### config.mk
export PLATFORM = sky130hd
export DESIGN_NAME = trigger_hold_window_matcher_core_flat
export DESIGN_NICKNAME = d
export VERILOG_FILES = /design/src/hdl/thwm_pkg.sv /design/src/hdl/thwm_req_if.sv /design/src/hdl/thwm_rsp_if.sv /design/src/hdl/thwm_ctrl.sv /design/src/hdl/thwm_datapath.sv /design/src/hdl/trigger_hold_window_matcher_core.sv /design/src/flat_wrapper.sv
export SDC_FILE = /design/constraint.sdc
export NUM_CORES = 2
export LEC_CHECK = 0
export BUFFER_PORTS_ARGS = -buffer_cell sky130_fd_sc_hd__buf_2
export CELL_PAD_IN_SITES_DETAIL_PLACEMENT = 2
export CELL_PAD_IN_SITES_GLOBAL_PLACEMENT = 2
export CORE_UTILIZATION = 40
export CTS_BUF_LIST = sky130_fd_sc_hd__clkbuf_8
export DETAILED_ROUTE_END_ITERATION = 16
export GPL_TIMING_DRIVEN = 0
export HOLD_SLACK_MARGIN = 0.08
export PLACE_DENSITY = 0.8
export SLEW_MARGIN = 20
export SYNTH_ARGS = -nofsm -noshare
export SYNTH_HDL_FRONTEND = slang
export SYNTH_SLANG_ARGS = --single-unit
### constraint.sdc
create_clock -name clock -period 15 [get_ports clock]
set_input_delay 0.75 -clock clock [delete_from_list [all_inputs] [get_ports clock]]
set_output_delay 0.75 -clock clock [all_outputs]
set_load 0.05 [all_outputs]
### src/hdl/thwm_pkg.sv
package thwm_pkg;

   localparam int RING_DEPTH = 32;
   localparam int IDX_W      = $clog2(RING_DEPTH);
   localparam int STEP_W     = $clog2(RING_DEPTH + 1);

   localparam int TIME_W     = 64;
   localparam int DEV_W      = 8;
   localparam int CHAN_W     = 8;
   localparam int RKIND_W    = 2;
   localparam int EVENT_W    = 2;
   localparam int COUNT_W    = 6;

   localparam logic REQ_TRIGGER = 1'b0;
   localparam logic REQ_ACCEPT  = 1'b1;

   localparam logic [RKIND_W-1:0] RES_INSERT   = 2'd0;
   localparam logic [RKIND_W-1:0] RES_DECISION = 2'd1;
   localparam logic [RKIND_W-1:0] RES_SUMMARY  = 2'd2;
   localparam logic [RKIND_W-1:0] RES_EMPTY    = 2'd3;

   localparam logic [EVENT_W-1:0] EV_PLAIN     = 2'd0;
   localparam logic [EVENT_W-1:0] EV_FLUSH     = 2'd1;
   localparam logic [EVENT_W-1:0] EV_OVERWRITE = 2'd2;

   typedef struct packed {
      logic capture;
      logic trig_commit;
      logic eval_step;
      logic load_summary;
      logic load_error;
   } thwm_cmd_type;

   typedef struct packed {
      logic started;
      logic out_free;
      logic emit;
      logic walk_done;
   } thwm_status_type;

   function automatic logic [IDX_W-1:0] wrap_next(input logic [IDX_W-1:0] i);
      wrap_next = (i == IDX_W'(RING_DEPTH - 1)) ? '0 : i + 1'b1;
   endfunction

endpackage

### src/hdl/thwm_req_if.sv
interface thwm_req_if import thwm_pkg::*; ();
   logic              valid;
   logic              ready;
   logic              kind;
   logic [TIME_W-1:0] trig_time;
   logic [DEV_W-1:0]  trig_device;
   logic [CHAN_W-1:0] channel;
   logic [TIME_W-1:0] window_start;
   logic [TIME_W-1:0] window_end;

   modport source (
      output valid, kind, trig_time, trig_device, channel, window_start, window_end,
      input  ready
   );

   modport sink (
      input  valid, kind, trig_time, trig_device, channel, window_start, window_end,
      output ready
   );
endinterface

### src/hdl/thwm_rsp_if.sv
interface thwm_rsp_if import thwm_pkg::*; ();
   logic               valid;
   logic               ready;
   logic [RKIND_W-1:0] result_kind;
   logic [EVENT_W-1:0] insert_event;
   logic [DEV_W-1:0]   device_select;
   logic               decision;
   logic [TIME_W-1:0]  entry_stamp;
   logic [COUNT_W-1:0] accepted_count;
   logic               no_match;
   logic               last;

   modport source (
      output valid, result_kind, insert_event, device_select, decision, entry_stamp,
             accepted_count, no_match, last,
      input  ready
   );

   modport sink (
      input  valid, result_kind, insert_event, device_select, decision, entry_stamp,
             accepted_count, no_match, last,
      output ready
   );
endinterface

### src/hdl/thwm_ctrl.sv
module thwm_ctrl import thwm_pkg::*; (
   input  logic            clock,
   input  logic            reset,
   input  logic            req_valid,
   input  logic            req_kind,
   output logic            req_ready,
   input  thwm_status_type status,
   output thwm_cmd_type    cmd
);

   localparam logic [2:0] ST_IDLE = 3'd0;
   localparam logic [2:0] ST_TRIG = 3'd1;
   localparam logic [2:0] ST_WALK = 3'd2;
   localparam logic [2:0] ST_SUMM = 3'd3;
   localparam logic [2:0] ST_ERR  = 3'd4;

   logic [2:0] state_ff;
   logic [2:0] state_in;

   always_comb begin
      state_in  = state_ff;
      cmd       = '0;
      req_ready = (state_ff == ST_IDLE) && !reset;
      unique case (state_ff)
         ST_IDLE: begin
            if (req_valid && !reset) begin
               cmd.capture = 1'b1;
               if (req_kind == REQ_TRIGGER) begin
                  state_in = ST_TRIG;
               end else if (status.started) begin
                  state_in = ST_WALK;
               end else begin
                  state_in = ST_ERR;
               end
            end
         end
         ST_TRIG: begin
            if (status.out_free) begin
               cmd.trig_commit = 1'b1;
               state_in        = ST_IDLE;
            end
         end
         ST_WALK: begin
            if (status.out_free || !status.emit) begin
               cmd.eval_step = 1'b1;
               if (status.walk_done) begin
                  state_in = ST_SUMM;
               end
            end
         end
         ST_SUMM: begin
            if (status.out_free) begin
               cmd.load_summary = 1'b1;
               state_in         = ST_IDLE;
            end
         end
         ST_ERR: begin
            if (status.out_free) begin
               cmd.load_error = 1'b1;
               state_in       = ST_IDLE;
            end
         end
         default: begin
            state_in = ST_IDLE;
         end
      endcase
   end

   always_ff @(posedge clock) begin
      if (reset) begin
         state_ff <= ST_IDLE;
      end else begin
         state_ff <= state_in;
      end
   end

endmodule

### src/hdl/thwm_datapath.sv
module thwm_datapath import thwm_pkg::*; (
   input  logic               clock,
   input  logic               reset,
   input  thwm_cmd_type       cmd,
   output thwm_status_type    status,
   input  logic [TIME_W-1:0]  req_trig_time,
   input  logic [DEV_W-1:0]   req_trig_device,
   input  logic [CHAN_W-1:0]  req_channel,
   input  logic [TIME_W-1:0]  req_window_start,
   input  logic [TIME_W-1:0]  req_window_end,
   input  logic               rsp_ready,
   output logic               rsp_valid,
   output logic [RKIND_W-1:0] rsp_result_kind,
   output logic [EVENT_W-1:0] rsp_insert_event,
   output logic [DEV_W-1:0]   rsp_device_select,
   output logic               rsp_decision,
   output logic [TIME_W-1:0]  rsp_entry_stamp,
   output logic [COUNT_W-1:0] rsp_accepted_count,
   output logic               rsp_no_match,
   output logic               rsp_last
);

   logic [TIME_W-1:0] entry_time_ff    [RING_DEPTH];
   logic [DEV_W-1:0]  entry_device_ff  [RING_DEPTH];
   logic [CHAN_W-1:0] entry_channel_ff [RING_DEPTH];
   logic              entry_decided_ff [RING_DEPTH];

   logic [IDX_W-1:0]   head_ff;
   logic [IDX_W-1:0]   tail_ff;
   logic               started_ff;
   logic [IDX_W-1:0]   idx_ff;
   logic [STEP_W-1:0]  steps_ff;
   logic [COUNT_W-1:0] acc_ff;
   logic               any_ff;

   logic [TIME_W-1:0] time_ff;
   logic [DEV_W-1:0]  dev_ff;
   logic [CHAN_W-1:0] chan_ff;
   logic [TIME_W-1:0] wstart_ff;
   logic [TIME_W-1:0] wend_ff;

   logic [TIME_W-1:0] rd_time_ff;
   logic [DEV_W-1:0]  rd_dev_ff;
   logic [CHAN_W-1:0] rd_chan_ff;
   logic              rd_decided_ff;

   logic               out_valid_ff;
   logic [RKIND_W-1:0] out_kind_ff;
   logic [EVENT_W-1:0] out_event_ff;
   logic [DEV_W-1:0]   out_dev_ff;
   logic               out_dec_ff;
   logic [TIME_W-1:0]  out_stamp_ff;
   logic [COUNT_W-1:0] out_count_ff;
   logic               out_nomatch_ff;
   logic               out_last_ff;

   logic [RKIND_W-1:0] out_kind_in;
   logic [EVENT_W-1:0] out_event_in;
   logic [DEV_W-1:0]   out_dev_in;
   logic               out_dec_in;
   logic [TIME_W-1:0]  out_stamp_in;
   logic [COUNT_W-1:0] out_count_in;
   logic               out_nomatch_in;
   logic               out_last_in;
   logic               out_load;

   logic [IDX_W-1:0] idx_next;
   logic [IDX_W-1:0] rd_addr;
   logic [IDX_W-1:0] span;
   logic             in_win;
   logic             older;
   logic             hit;
   logic             match;
   logic             emit;
   logic             full;
   logic             adv_head;

   assign idx_next = wrap_next(idx_ff);
   assign rd_addr  = cmd.capture ? head_ff : (cmd.eval_step ? idx_next : idx_ff);

   assign in_win = (rd_time_ff >= wstart_ff) && (rd_time_ff <= wend_ff);
   assign older  = (rd_time_ff < wstart_ff);
   assign hit    = in_win || older;
   assign match  = in_win && (rd_chan_ff == chan_ff);
   assign emit   = hit && !rd_decided_ff;
   assign full   = started_ff && (tail_ff == head_ff);

   assign span = (tail_ff >= head_ff) ? IDX_W'(tail_ff - head_ff)
                                      : IDX_W'(RING_DEPTH - 32'(head_ff) + 32'(tail_ff));
   assign adv_head = hit && (idx_ff == head_ff) && (span > IDX_W'(1));

   assign status.started   = started_ff;
   assign status.out_free  = !out_valid_ff || rsp_ready;
   assign status.emit      = emit;
   assign status.walk_done = (idx_next == tail_ff) || (steps_ff == STEP_W'(RING_DEPTH - 1));

   always_comb begin
      out_load       = 1'b1;
      out_kind_in    = RES_INSERT;
      out_event_in   = EV_PLAIN;
      out_dev_in     = '0;
      out_dec_in     = 1'b0;
      out_stamp_in   = '0;
      out_count_in   = '0;
      out_nomatch_in = 1'b0;
      out_last_in    = 1'b1;
      if (cmd.trig_commit) begin
         if (full) begin
            out_event_in = rd_decided_ff ? EV_FLUSH : EV_OVERWRITE;
         end
      end else if (cmd.eval_step && emit) begin
         out_kind_in  = RES_DECISION;
         out_dev_in   = rd_dev_ff;
         out_dec_in   = match;
         out_stamp_in = rd_time_ff;
         out_last_in  = 1'b0;
      end else if (cmd.load_summary) begin
         out_kind_in    = RES_SUMMARY;
         out_count_in   = acc_ff;
         out_nomatch_in = !any_ff;
      end else if (cmd.load_error) begin
         out_kind_in = RES_EMPTY;
      end else begin
         out_load = 1'b0;
      end
   end

   always_ff @(posedge clock) begin
      if (reset) begin
         head_ff      <= '0;
         tail_ff      <= '0;
         started_ff   <= 1'b0;
         out_valid_ff <= 1'b0;
      end else begin
         if (cmd.trig_commit) begin
            if (!started_ff) begin
               started_ff <= 1'b1;
               head_ff    <= '0;
            end else if (full) begin
               head_ff <= wrap_next(head_ff);
            end
            tail_ff <= wrap_next(tail_ff);
         end else if (cmd.eval_step && adv_head) begin
            head_ff <= wrap_next(head_ff);
         end
         if (out_load) begin
            out_valid_ff <= 1'b1;
         end else if (rsp_ready) begin
            out_valid_ff <= 1'b0;
         end
      end
   end

   always_ff @(posedge clock) begin
      if (cmd.capture) begin
         time_ff   <= req_trig_time;
         dev_ff    <= req_trig_device;
         chan_ff   <= req_channel;
         wstart_ff <= req_window_start;
         wend_ff   <= req_window_end;
         idx_ff    <= head_ff;
         steps_ff  <= '0;
         acc_ff    <= '0;
         any_ff    <= 1'b0;
      end else if (cmd.eval_step) begin
         idx_ff   <= idx_next;
         steps_ff <= steps_ff + 1'b1;
         if (emit && match) begin
            acc_ff <= acc_ff + 1'b1;
         end
         if (hit) begin
            any_ff <= 1'b1;
         end
      end
      if (out_load) begin
         out_kind_ff    <= out_kind_in;
         out_event_ff   <= out_event_in;
         out_dev_ff     <= out_dev_in;
         out_dec_ff     <= out_dec_in;
         out_stamp_ff   <= out_stamp_in;
         out_count_ff   <= out_count_in;
         out_nomatch_ff <= out_nomatch_in;
         out_last_ff    <= out_last_in;
      end
   end

   always_ff @(posedge clock) begin
      if (cmd.trig_commit) begin
         entry_time_ff[tail_ff]    <= time_ff;
         entry_device_ff[tail_ff]  <= dev_ff;
         entry_channel_ff[tail_ff] <= chan_ff;
      end
      rd_time_ff <= entry_time_ff[rd_addr];
      rd_dev_ff  <= entry_device_ff[rd_addr];
      rd_chan_ff <= entry_channel_ff[rd_addr];
   end

   always_ff @(posedge clock) begin
      if (cmd.trig_commit) begin
         entry_decided_ff[tail_ff] <= 1'b0;
      end else if (cmd.eval_step && emit) begin
         entry_decided_ff[idx_ff] <= 1'b1;
      end
      rd_decided_ff <= entry_decided_ff[rd_addr];
   end

   assign rsp_valid          = out_valid_ff;
   assign rsp_result_kind    = out_kind_ff;
   assign rsp_insert_event   = out_event_ff;
   assign rsp_device_select  = out_dev_ff;
   assign rsp_decision       = out_dec_ff;
   assign rsp_entry_stamp    = out_stamp_ff;
   assign rsp_accepted_count = out_count_ff;
   assign rsp_no_match       = out_nomatch_ff;
   assign rsp_last           = out_last_ff;

endmodule

### src/hdl/trigger_hold_window_matcher_core.sv
// Holds up to RING_DEPTH pending triggers in a ring and settles them against accept
// windows. A trigger item yields one insert report. An accept item is loaded, then
// walks the ring entries from head to tail (up to RING_DEPTH), then gives a summary;
// the pace of the walk is set by the single registered read port of the entry
// memories. An accept before any trigger has been inserted gives one error result.
// While a result cannot be handed over because the previous one is still waiting,
// the block holds and waits for the result register to be free.
module trigger_hold_window_matcher_core import thwm_pkg::*; (
   input  logic              clock,
   input  logic              reset,
   thwm_req_if.sink          req_bus,
   thwm_rsp_if.source        rsp_bus
);

   thwm_cmd_type    cmd;
   thwm_status_type status;

   thwm_ctrl u_ctrl (
      .clock     (clock),
      .reset     (reset),
      .req_valid (req_bus.valid),
      .req_kind  (req_bus.kind),
      .req_ready (req_bus.ready),
      .status    (status),
      .cmd       (cmd)
   );

   thwm_datapath u_datapath (
      .clock              (clock),
      .reset              (reset),
      .cmd                (cmd),
      .status             (status),
      .req_trig_time      (req_bus.trig_time),
      .req_trig_device    (req_bus.trig_device),
      .req_channel        (req_bus.channel),
      .req_window_start   (req_bus.window_start),
      .req_window_end     (req_bus.window_end),
      .rsp_ready          (rsp_bus.ready),
      .rsp_valid          (rsp_bus.valid),
      .rsp_result_kind    (rsp_bus.result_kind),
      .rsp_insert_event   (rsp_bus.insert_event),
      .rsp_device_select  (rsp_bus.device_select),
      .rsp_decision       (rsp_bus.decision),
      .rsp_entry_stamp    (rsp_bus.entry_stamp),
      .rsp_accepted_count (rsp_bus.accepted_count),
      .rsp_no_match       (rsp_bus.no_match),
      .rsp_last           (rsp_bus.last)
   );

   a_single_cmd: assert property (@(posedge clock) disable iff (reset)
      $onehot0({cmd.capture, cmd.trig_commit, cmd.eval_step, cmd.load_summary,
                cmd.load_error}))
      else $error("More than one datapath command in one cycle.");

   a_load_free: assert property (@(posedge clock) disable iff (reset)
      (cmd.trig_commit || cmd.load_summary || cmd.load_error ||
       (cmd.eval_step && status.emit)) |-> (!rsp_bus.valid || rsp_bus.ready))
      else $error("Result register loaded while still holding an item.");

   a_started_after_insert: assert property (@(posedge clock) disable iff (reset)
      cmd.trig_commit |=> status.started)
      else $error("Ring not marked as started after a trigger insert.");

endmodule
### src/flat_wrapper.sv
// flat-port wrapper written by rule: the top's interface ports become plain ports
module trigger_hold_window_matcher_core_flat import thwm_pkg::*;
  (clock, reset, req_bus_valid, req_bus_kind, req_bus_trig_time, req_bus_trig_device, req_bus_channel, req_bus_window_start, req_bus_window_end, req_bus_ready, rsp_bus_valid, rsp_bus_result_kind, rsp_bus_insert_event, rsp_bus_device_select, rsp_bus_decision, rsp_bus_entry_stamp, rsp_bus_accepted_count, rsp_bus_no_match, rsp_bus_last, rsp_bus_ready);
  thwm_req_if req_bus_i ();
  thwm_rsp_if rsp_bus_i ();
  input  logic clock;
  input  logic reset;
  input wire logic [$bits(req_bus_i.valid)-1:0] req_bus_valid;
  input wire logic [$bits(req_bus_i.kind)-1:0] req_bus_kind;
  input wire logic [$bits(req_bus_i.trig_time)-1:0] req_bus_trig_time;
  input wire logic [$bits(req_bus_i.trig_device)-1:0] req_bus_trig_device;
  input wire logic [$bits(req_bus_i.channel)-1:0] req_bus_channel;
  input wire logic [$bits(req_bus_i.window_start)-1:0] req_bus_window_start;
  input wire logic [$bits(req_bus_i.window_end)-1:0] req_bus_window_end;
  output wire logic [$bits(req_bus_i.ready)-1:0] req_bus_ready;
  output wire logic [$bits(rsp_bus_i.valid)-1:0] rsp_bus_valid;
  output wire logic [$bits(rsp_bus_i.result_kind)-1:0] rsp_bus_result_kind;
  output wire logic [$bits(rsp_bus_i.insert_event)-1:0] rsp_bus_insert_event;
  output wire logic [$bits(rsp_bus_i.device_select)-1:0] rsp_bus_device_select;
  output wire logic [$bits(rsp_bus_i.decision)-1:0] rsp_bus_decision;
  output wire logic [$bits(rsp_bus_i.entry_stamp)-1:0] rsp_bus_entry_stamp;
  output wire logic [$bits(rsp_bus_i.accepted_count)-1:0] rsp_bus_accepted_count;
  output wire logic [$bits(rsp_bus_i.no_match)-1:0] rsp_bus_no_match;
  output wire logic [$bits(rsp_bus_i.last)-1:0] rsp_bus_last;
  input wire logic [$bits(rsp_bus_i.ready)-1:0] rsp_bus_ready;
  assign req_bus_i.valid = req_bus_valid;
  assign req_bus_i.kind = req_bus_kind;
  assign req_bus_i.trig_time = req_bus_trig_time;
  assign req_bus_i.trig_device = req_bus_trig_device;
  assign req_bus_i.channel = req_bus_channel;
  assign req_bus_i.window_start = req_bus_window_start;
  assign req_bus_i.window_end = req_bus_window_end;
  assign req_bus_ready = req_bus_i.ready;
  assign rsp_bus_valid = rsp_bus_i.valid;
  assign rsp_bus_result_kind = rsp_bus_i.result_kind;
  assign rsp_bus_insert_event = rsp_bus_i.insert_event;
  assign rsp_bus_device_select = rsp_bus_i.device_select;
  assign rsp_bus_decision = rsp_bus_i.decision;
  assign rsp_bus_entry_stamp = rsp_bus_i.entry_stamp;
  assign rsp_bus_accepted_count = rsp_bus_i.accepted_count;
  assign rsp_bus_no_match = rsp_bus_i.no_match;
  assign rsp_bus_last = rsp_bus_i.last;
  assign rsp_bus_i.ready = rsp_bus_ready;
  trigger_hold_window_matcher_core u_core (.clock(clock), .reset(reset), .req_bus(req_bus_i), .rsp_bus(rsp_bus_i));
endmodule
==> parameters.txt, run 1 <==
Parameter                              Value

Synthesis
  Async set-or-reset flop fraction in the synthesized netlist    0
  Number of enable-type register cells in the synthesized netlist    2885
  Main combinational cell family by area after synthesis    simple AND/OR/NAND/NOR gates
  Number of distinct library cells after synthesis    73
  Share of synthesized area occupied by flip-flops and latches    0.7465
  Mean cell area of the mapped netlist    15.36 um^2
  Mapped Nets    8112
  Post-Synth Simple-Gate Area    0.09026
  Seq cells post-synth    2999
  Total of warnings raised by yosys    0
  Post-synthesis adder-cell area fraction    0.01529
  Compound-gate portion of the synthesized area    0.08615
  Fraction of post-synthesis cell area in the top cell type by area    0.7273
  Xor and xnor fraction of the mapped netlist area    0.002206
  Multiplexer area fraction after synthesis    0.03372
  Most used flip-flop cell after synthesis    sky130_fd_sc_hd__edfxtp_1
  Main area contributors after synthesis    sky130_fd_sc_hd__edfxtp_1 (73%), sky130_fd_sc_hd__a311oi_1 (3.8%), sky130_fd_sc_hd__nand2_1 (3.5%), sky130_fd_sc_hd__a211oi_1 (3.4%), sky130_fd_sc_hd__and3_1 (2.8%)
  Area of the mapped netlist    119100 um^2
  Top cell type by total area after synthesis    sky130_fd_sc_hd__edfxtp_1
  Gate Count Post-Synth    7754

GRT
  Gr usage total    0.6175
  Maximum number of pins on one net before global-route repair    53
  Antenna violations before repair    140
  Overall overflow remaining after global route    162

Floorplanning
  Vertical die dimension    547.7 um
  Number of top-level design ports    300
  Die extent in x    547.7 um
  Standard-cell rows    199
  Initial cell density of the core    0.4037

Placement
  Last weighted congestion value of the routability-driven placer    0.8849
  HPWL reported at the end of detailed placement    369100 um
  Buffers on Ports    298
  Pre-CTS WS    7.090 ns
  Placed cell areas    130000 um^2

CTS
  Clock buffer count from CTS    519
  Maximum level of the CTS H-tree    6
  Root buffer selected by CTS    sky130_fd_sc_hd__clkbuf_8
  Clock buffer depth    4
  Number of buffers added for setup after CTS    0
  CTS sink count    2999

Status
  First Error    [ERROR GRT-0232] Routing congestion too high. Check the congestion heatmap in the GUI.
  Step where the flow halted    5_1_grt
  Status    aborted with a tool error
## timing repair
item	in CTS
endpoints found under the hold margin	215
resized for setup	0
hold buffers	211
## synth_stat cells, types with 59 or more instances
cell and n:
sky130_fd_sc_hd__a211oi_1 533, sky130_fd_sc_hd__a21oi_1 73, sky130_fd_sc_hd__a311oi_1 512, sky130_fd_sc_hd__and2_1 81
sky130_fd_sc_hd__and3_1 532, sky130_fd_sc_hd__buf_2 163, sky130_fd_sc_hd__clkbuf_1 352, sky130_fd_sc_hd__dfxtp_1 114
sky130_fd_sc_hd__edfxtp_1 2885, sky130_fd_sc_hd__ha_1 144, sky130_fd_sc_hd__inv_1 146, sky130_fd_sc_hd__mux2_2 236
sky130_fd_sc_hd__mux4_2 59, sky130_fd_sc_hd__nand2_1 1125, sky130_fd_sc_hd__nor2_1 119, sky130_fd_sc_hd__nor3_1 260
sky130_fd_sc_hd__o32ai_1 60
## metrics by stage
stage | instances | util
4_1_cts | 13282 | 0.4800
2_1_floorplan | 7754 | -
3_3_place_gp | 11971 | 0.4254
3_5_place_dp | 12161 | 0.4407
## kinds of logic after synthesis
group,after synthesis
buffers and inverters,716
AND/OR/NAND/NOR,2265
adder cells (fa/ha/maj),145
flip-flops,2999
XOR/XNOR,30
AO/OA/AOI/OAI,1301
multiplexers,298
## metal layers
metal,GRT overflow,track usage
met5,0,0.3229
met4,87,0.5714
met3,5,0.5256
met2,65,0.7627
met1,5,0.5965
==> run 2, diff against run 1 <==
Settings changed: CELL_PAD_IN_SITES_DETAIL_PLACEMENT 2 to not set, CELL_PAD_IN_SITES_GLOBAL_PLACEMENT 2 to not set, CORE_UTILIZATION 40 to 25, CTS_BUF_LIST sky130_fd_sc_hd__clkbuf_8 to not set, HOLD_SLACK_MARGIN 0.08 to not set, PLACE_DENSITY 0.8 to not set, PLACE_DENSITY_LB_ADDON set to 0.15.
==> run 2 against run 1 <==
The flow now finishes without violations. Synthesized cell count did not move. Area after synthesis unchanged.
==> parameters.txt, run 2 <==
Parameter                              Value

CTS
  Clock input transition at the sequential cells of the worst setup and hold paths    0.06 ns
  CTS sink count    2999 (unchanged)
  Root buffer selected by CTS    sky130_fd_sc_hd__clkbuf_16 (was sky130_fd_sc_hd__clkbuf_8)
  Clock tree from TritonCTS    built
  Worst-skew pair later-pin latency    0.98 ns
  Maximum level of the CTS H-tree    5 (was 6)
  Clock buffer depth    4 (unchanged)
  Clock buffer count from CTS    346 (was 519)

Power and ir drop
  Share of total power consumed by net switching    0.3392
  Share of power burned in the clock network    0.343
  Comb power frac    0.254
  Switching component of the power    0.008153 W
  Internal power component    0.01588 W
  Power share of the sequential group    0.403
  Cell area power density    163.0 nW/um^2
  Maximum vdd drop    0.00008886 V
  Leak    49.25 nW
  Overall Power    0.02404 W

Setup path
  Data required time of the critical path    15.76 ns
  Worst reg2reg path startpoint    u_core.u_datapath.rd_time_ff[63]$_DFF_P_
  Critical-path cell list    ha_1 > nand4_2 > nor4_4 > nand4_1 > a31oi_1 > a211oi_1 > a21boi_2 > a41oi_2 > and2_1 > buf_4 > inv_4 > buf_6 > buf_2 > buf_2 > a211oi_1 > a311oi_1 > nor3_1 > nor4_2
  Cells on worst reg2reg path    18
  Largest incremental delay on the critical path    0.87 ns
  Type of destination of the critical path    flip-flop
  Element type at the critical path start    flip-flop
  Kind of cell adding the most delay to the critical path    simple AND/OR/NAND/NOR gates
  Reg2Reg Capture Point    u_core.u_datapath.rd_time_ff[63]$_DFF_P_
  Largest fanout of any net on the critical path    11
  Crit-path slowest cell    sky130_fd_sc_hd__buf_2
  Data arrival at the endpoint of the critical path    8.40 ns
  CP Buf/Inv Count    5
  Reg2reg setup slack    7.36 ns
  Category of the critical setup timing path    reg -> reg

Layout
  Number of filler cells placed in the layout    46711
  Fraction of final layout cells sized beyond drive strength 1    0.1842
  Largest registers    u_core.u_datapath.entry_time_ff: 2048 flops, u_core.u_datapath.entry_channel_ff: 256 flops, u_core.u_datapath.entry_device_ff: 256 flops
  Most frequent cells in the layout    sky130_fd_sc_hd__edfxtp_1 (2885), sky130_fd_sc_hd__nand2_1 (1123), sky130_fd_sc_hd__a211oi_1 (533), sky130_fd_sc_hd__and3_1 (532), sky130_fd_sc_hd__a311oi_1 (511)
  Area Growth Syn to Fin    23.77%
  Final #Nets    9241
  Area taken by multi-input logic gates    27600 um^2
  Max reg flops    2048
  Leading cell type in the layout, fill and taps excluded    sky130_fd_sc_hd__edfxtp_1
  Design Area, Final    147400 um^2
  Reg with most FFs    u_core.u_datapath.entry_time_ff
  Seq. cell area    88920 um^2

Routing
  Average routed wire per standard cell    30.19 um
  Detail-routed via count per cell    4.947
  Total detailed-routing wirelength    466400 um
  Number of detailed-routing iterations run before antenna repair    6
  Iter 0 DRT Violations    7793
  Post-route ant nets    0
  Count of vias placed by the detailed router    76411
  DRC errors left    0

GRT
  Antenna violations before repair    68
  Maximum number of pins on one net before global-route repair    46
  Gr usage total    0.1885
  Overall overflow remaining after global route    0
  Vias in the first global route    75743
  First-pass GRT wire length    635800 um

Placement
  HPWL reported at the end of detailed placement    337000 um (was 369100 um)
  Pre-CTS WS    7.226 ns (was 7.090 ns)
  Placed cell areas    134000 um^2 (was 130000 um^2)
  Buffers on Ports    298 (unchanged)
  Last weighted congestion value of the routability-driven placer    0.8158 (was 0.8849)

Timing
  Least setup slack across all paths after layout    7.359 ns
  Hold WS    0.05734 ns
  Rel. slew slack    0.1826
  Number of max-slew violations in the final report    0
  Number of hold violations in the final report    0
  Setup Total Neg Slack    0 ns
  Post-layout minimum cycle time    7.641 ns
  Final setup viols    0
  Final period util    0.5094
  Max Clk Rate    0.1309 GHz
  Setup skew after layout    0.08066 ns
  Transition time of the tightest slew-check pin    1.226 ns
  Unrepaired setup endpoints after global routing    no

Synthesis
  Top cells by instance count after synthesis    sky130_fd_sc_hd__edfxtp_1 (2885), sky130_fd_sc_hd__nand2_1 (1125), sky130_fd_sc_hd__a211oi_1 (533) (unchanged)
  Seq cells post-synth    2999 (unchanged)
  Async set-or-reset flop fraction in the synthesized netlist    0 (unchanged)
  Share of synthesized area occupied by flip-flops and latches    0.7465 (unchanged)
  Fraction of post-synthesis cell area in the top cell type by area    0.7273 (unchanged)
  Number of distinct library cells after synthesis    73 (unchanged)
  Top cell type by total area after synthesis    sky130_fd_sc_hd__edfxtp_1 (unchanged)
  Most used flip-flop cell after synthesis    sky130_fd_sc_hd__edfxtp_1 (unchanged)
  Main area contributors after synthesis    sky130_fd_sc_hd__edfxtp_1 (73%), sky130_fd_sc_hd__a311oi_1 (3.8%), sky130_fd_sc_hd__nand2_1 (3.5%), sky130_fd_sc_hd__a211oi_1 (3.4%), sky130_fd_sc_hd__and3_1 (2.8%) (unchanged)
  Mean cell area of the mapped netlist    15.36 um^2 (unchanged)
  Most numerous cell in the Yosys netlist    sky130_fd_sc_hd__edfxtp_1 (unchanged)
  Total of warnings raised by yosys    0 (unchanged)
  Gate Count Post-Synth    7754 (unchanged)
  Area of the mapped netlist    119100 um^2 (unchanged)
  Number of enable-type register cells in the synthesized netlist    2885 (unchanged)
  Mapped Nets    8112 (unchanged)

Hold path
  Hold crit path type    in -> reg
  Start point of the worst min-delay path    req_bus_trig_device[2]
  Worst Hold Depth    1
  Hold-critical path endpoint    u_core.u_datapath.dev_ff[2]$_DFFE_PP_

Floorplanning
  Core region area    474500 um^2
  Total die area    479200 um^2
  Standard-cell rows    253 (was 199)
  Number of top-level design ports    300 (unchanged)
  Initial cell density of the core    0.2510 (was 0.4037)
  Die extent in x    692.3 um (was 547.7 um)
  Vertical die dimension    692.3 um (was 547.7 um)

Status
  Status    complete, no violations (was aborted with a tool error)

Flow run
  Max-cap check violation count    0
[run 2: cell counts after synthesis]
Identical to the previous run, type by type.
[run 2: cells by family after synthesis]
family / count (synthesis) / share of synthesized area
buf+inv: 716 / 0.02590
compound gates: 1301 / 0.08615
flops: 2999 / 0.7465
mux: 298 / 0.03372
fa+ha+maj: 145 / 0.01529
simple gates: 2265 / 0.09026
xor+xnor: 30 / 0.002206
[run 2: repair_timing]
action,in CTS,in global routing
gates resized for setup,0,0
buffers inserted,0,0
hold buffers,193,0
hold endpoints to repair,193,0
[run 2: through the flow]
step | std cells | util
floorplan | 7754 | -
global placement | 14299 | 0.2706
detailed placement | 14555 | 0.2824
CTS | 15382 | 0.3094
global route | 15426 | 0.3106
finish | 15446 | 0.3107
[run 2: layer usage]
metal	global-route usage	share of wire	vias to the layer above	routed length (um)
met2	0.2923	0.44	3066	206800
li1	-	-	32957	-
met3	0.03082	0.068	611	31860
met4	0.05590	0.033	24	15380
met1	0.2701	0.45	39753	212200
met5	0	0.00036	-	167
[run 2: how the worst max path moves through the flow]
stage | startpoint | end | slack (ns) | depth (start not counted)
floorplan | reset | u_core.u_datapath.chan_ff[0]$_DFFE_PP_ | 6.96 | 6
global placement | reset | u_core.u_datapath.time_ff[37]$_DFFE_PP_ | 0.57 | 6
detailed placement | u_core.u_datapath.rd_time_ff[30]$_DFF_P_ | u_core.u_datapath.rd_time_ff[2]$_DFF_P_ | 7.23 | 19
CTS | u_core.u_datapath.rd_time_ff[30]$_DFF_P_ | u_core.u_datapath.rd_time_ff[2]$_DFF_P_ | 7.21 | 19
global route | u_core.u_datapath.wend_ff[58]$_DFFE_PP_ | u_core.u_datapath.rd_time_ff[26]$_DFF_P_ | 7.16 | 19
finish | u_core.u_datapath.rd_time_ff[63]$_DFF_P_ | u_core.u_datapath.rd_time_ff[63]$_DFF_P_ | 7.36 | 18
[run 2: cell type report]
class	count	area share
Timing Repair Buffer	781	0.06113
Clock buffer	444	0.06304
Clock inverter	190	0.01067
Antenna cell	30	0.0005092
Multi-Input combinational cell	4039	0.1872
Sequential cell	2999	0.6031
Tap cell	6247	0.05301
Inverter	153	0.003912
Buffer	563	0.01746
[run 2: power groups by stage]
| stage | Combinational, W | Sequential (W) | Clock [W] |
|---|---|---|---|
| after floorplan | 0.00283 | 0.00982 | 0 |
| after global placement | 0.00570 | 0.00997 | 0 |
| after global routing | 0.00643 | 0.00971 | 0.00872 |
| after detailed placement | 0.00602 | 0.00991 | 0 |
| final | 0.00611 | 0.00968 | 0.00824 |
| after CTS | 0.00608 | 0.00973 | 0.00841 |
(Power assumes the default switching activity.)
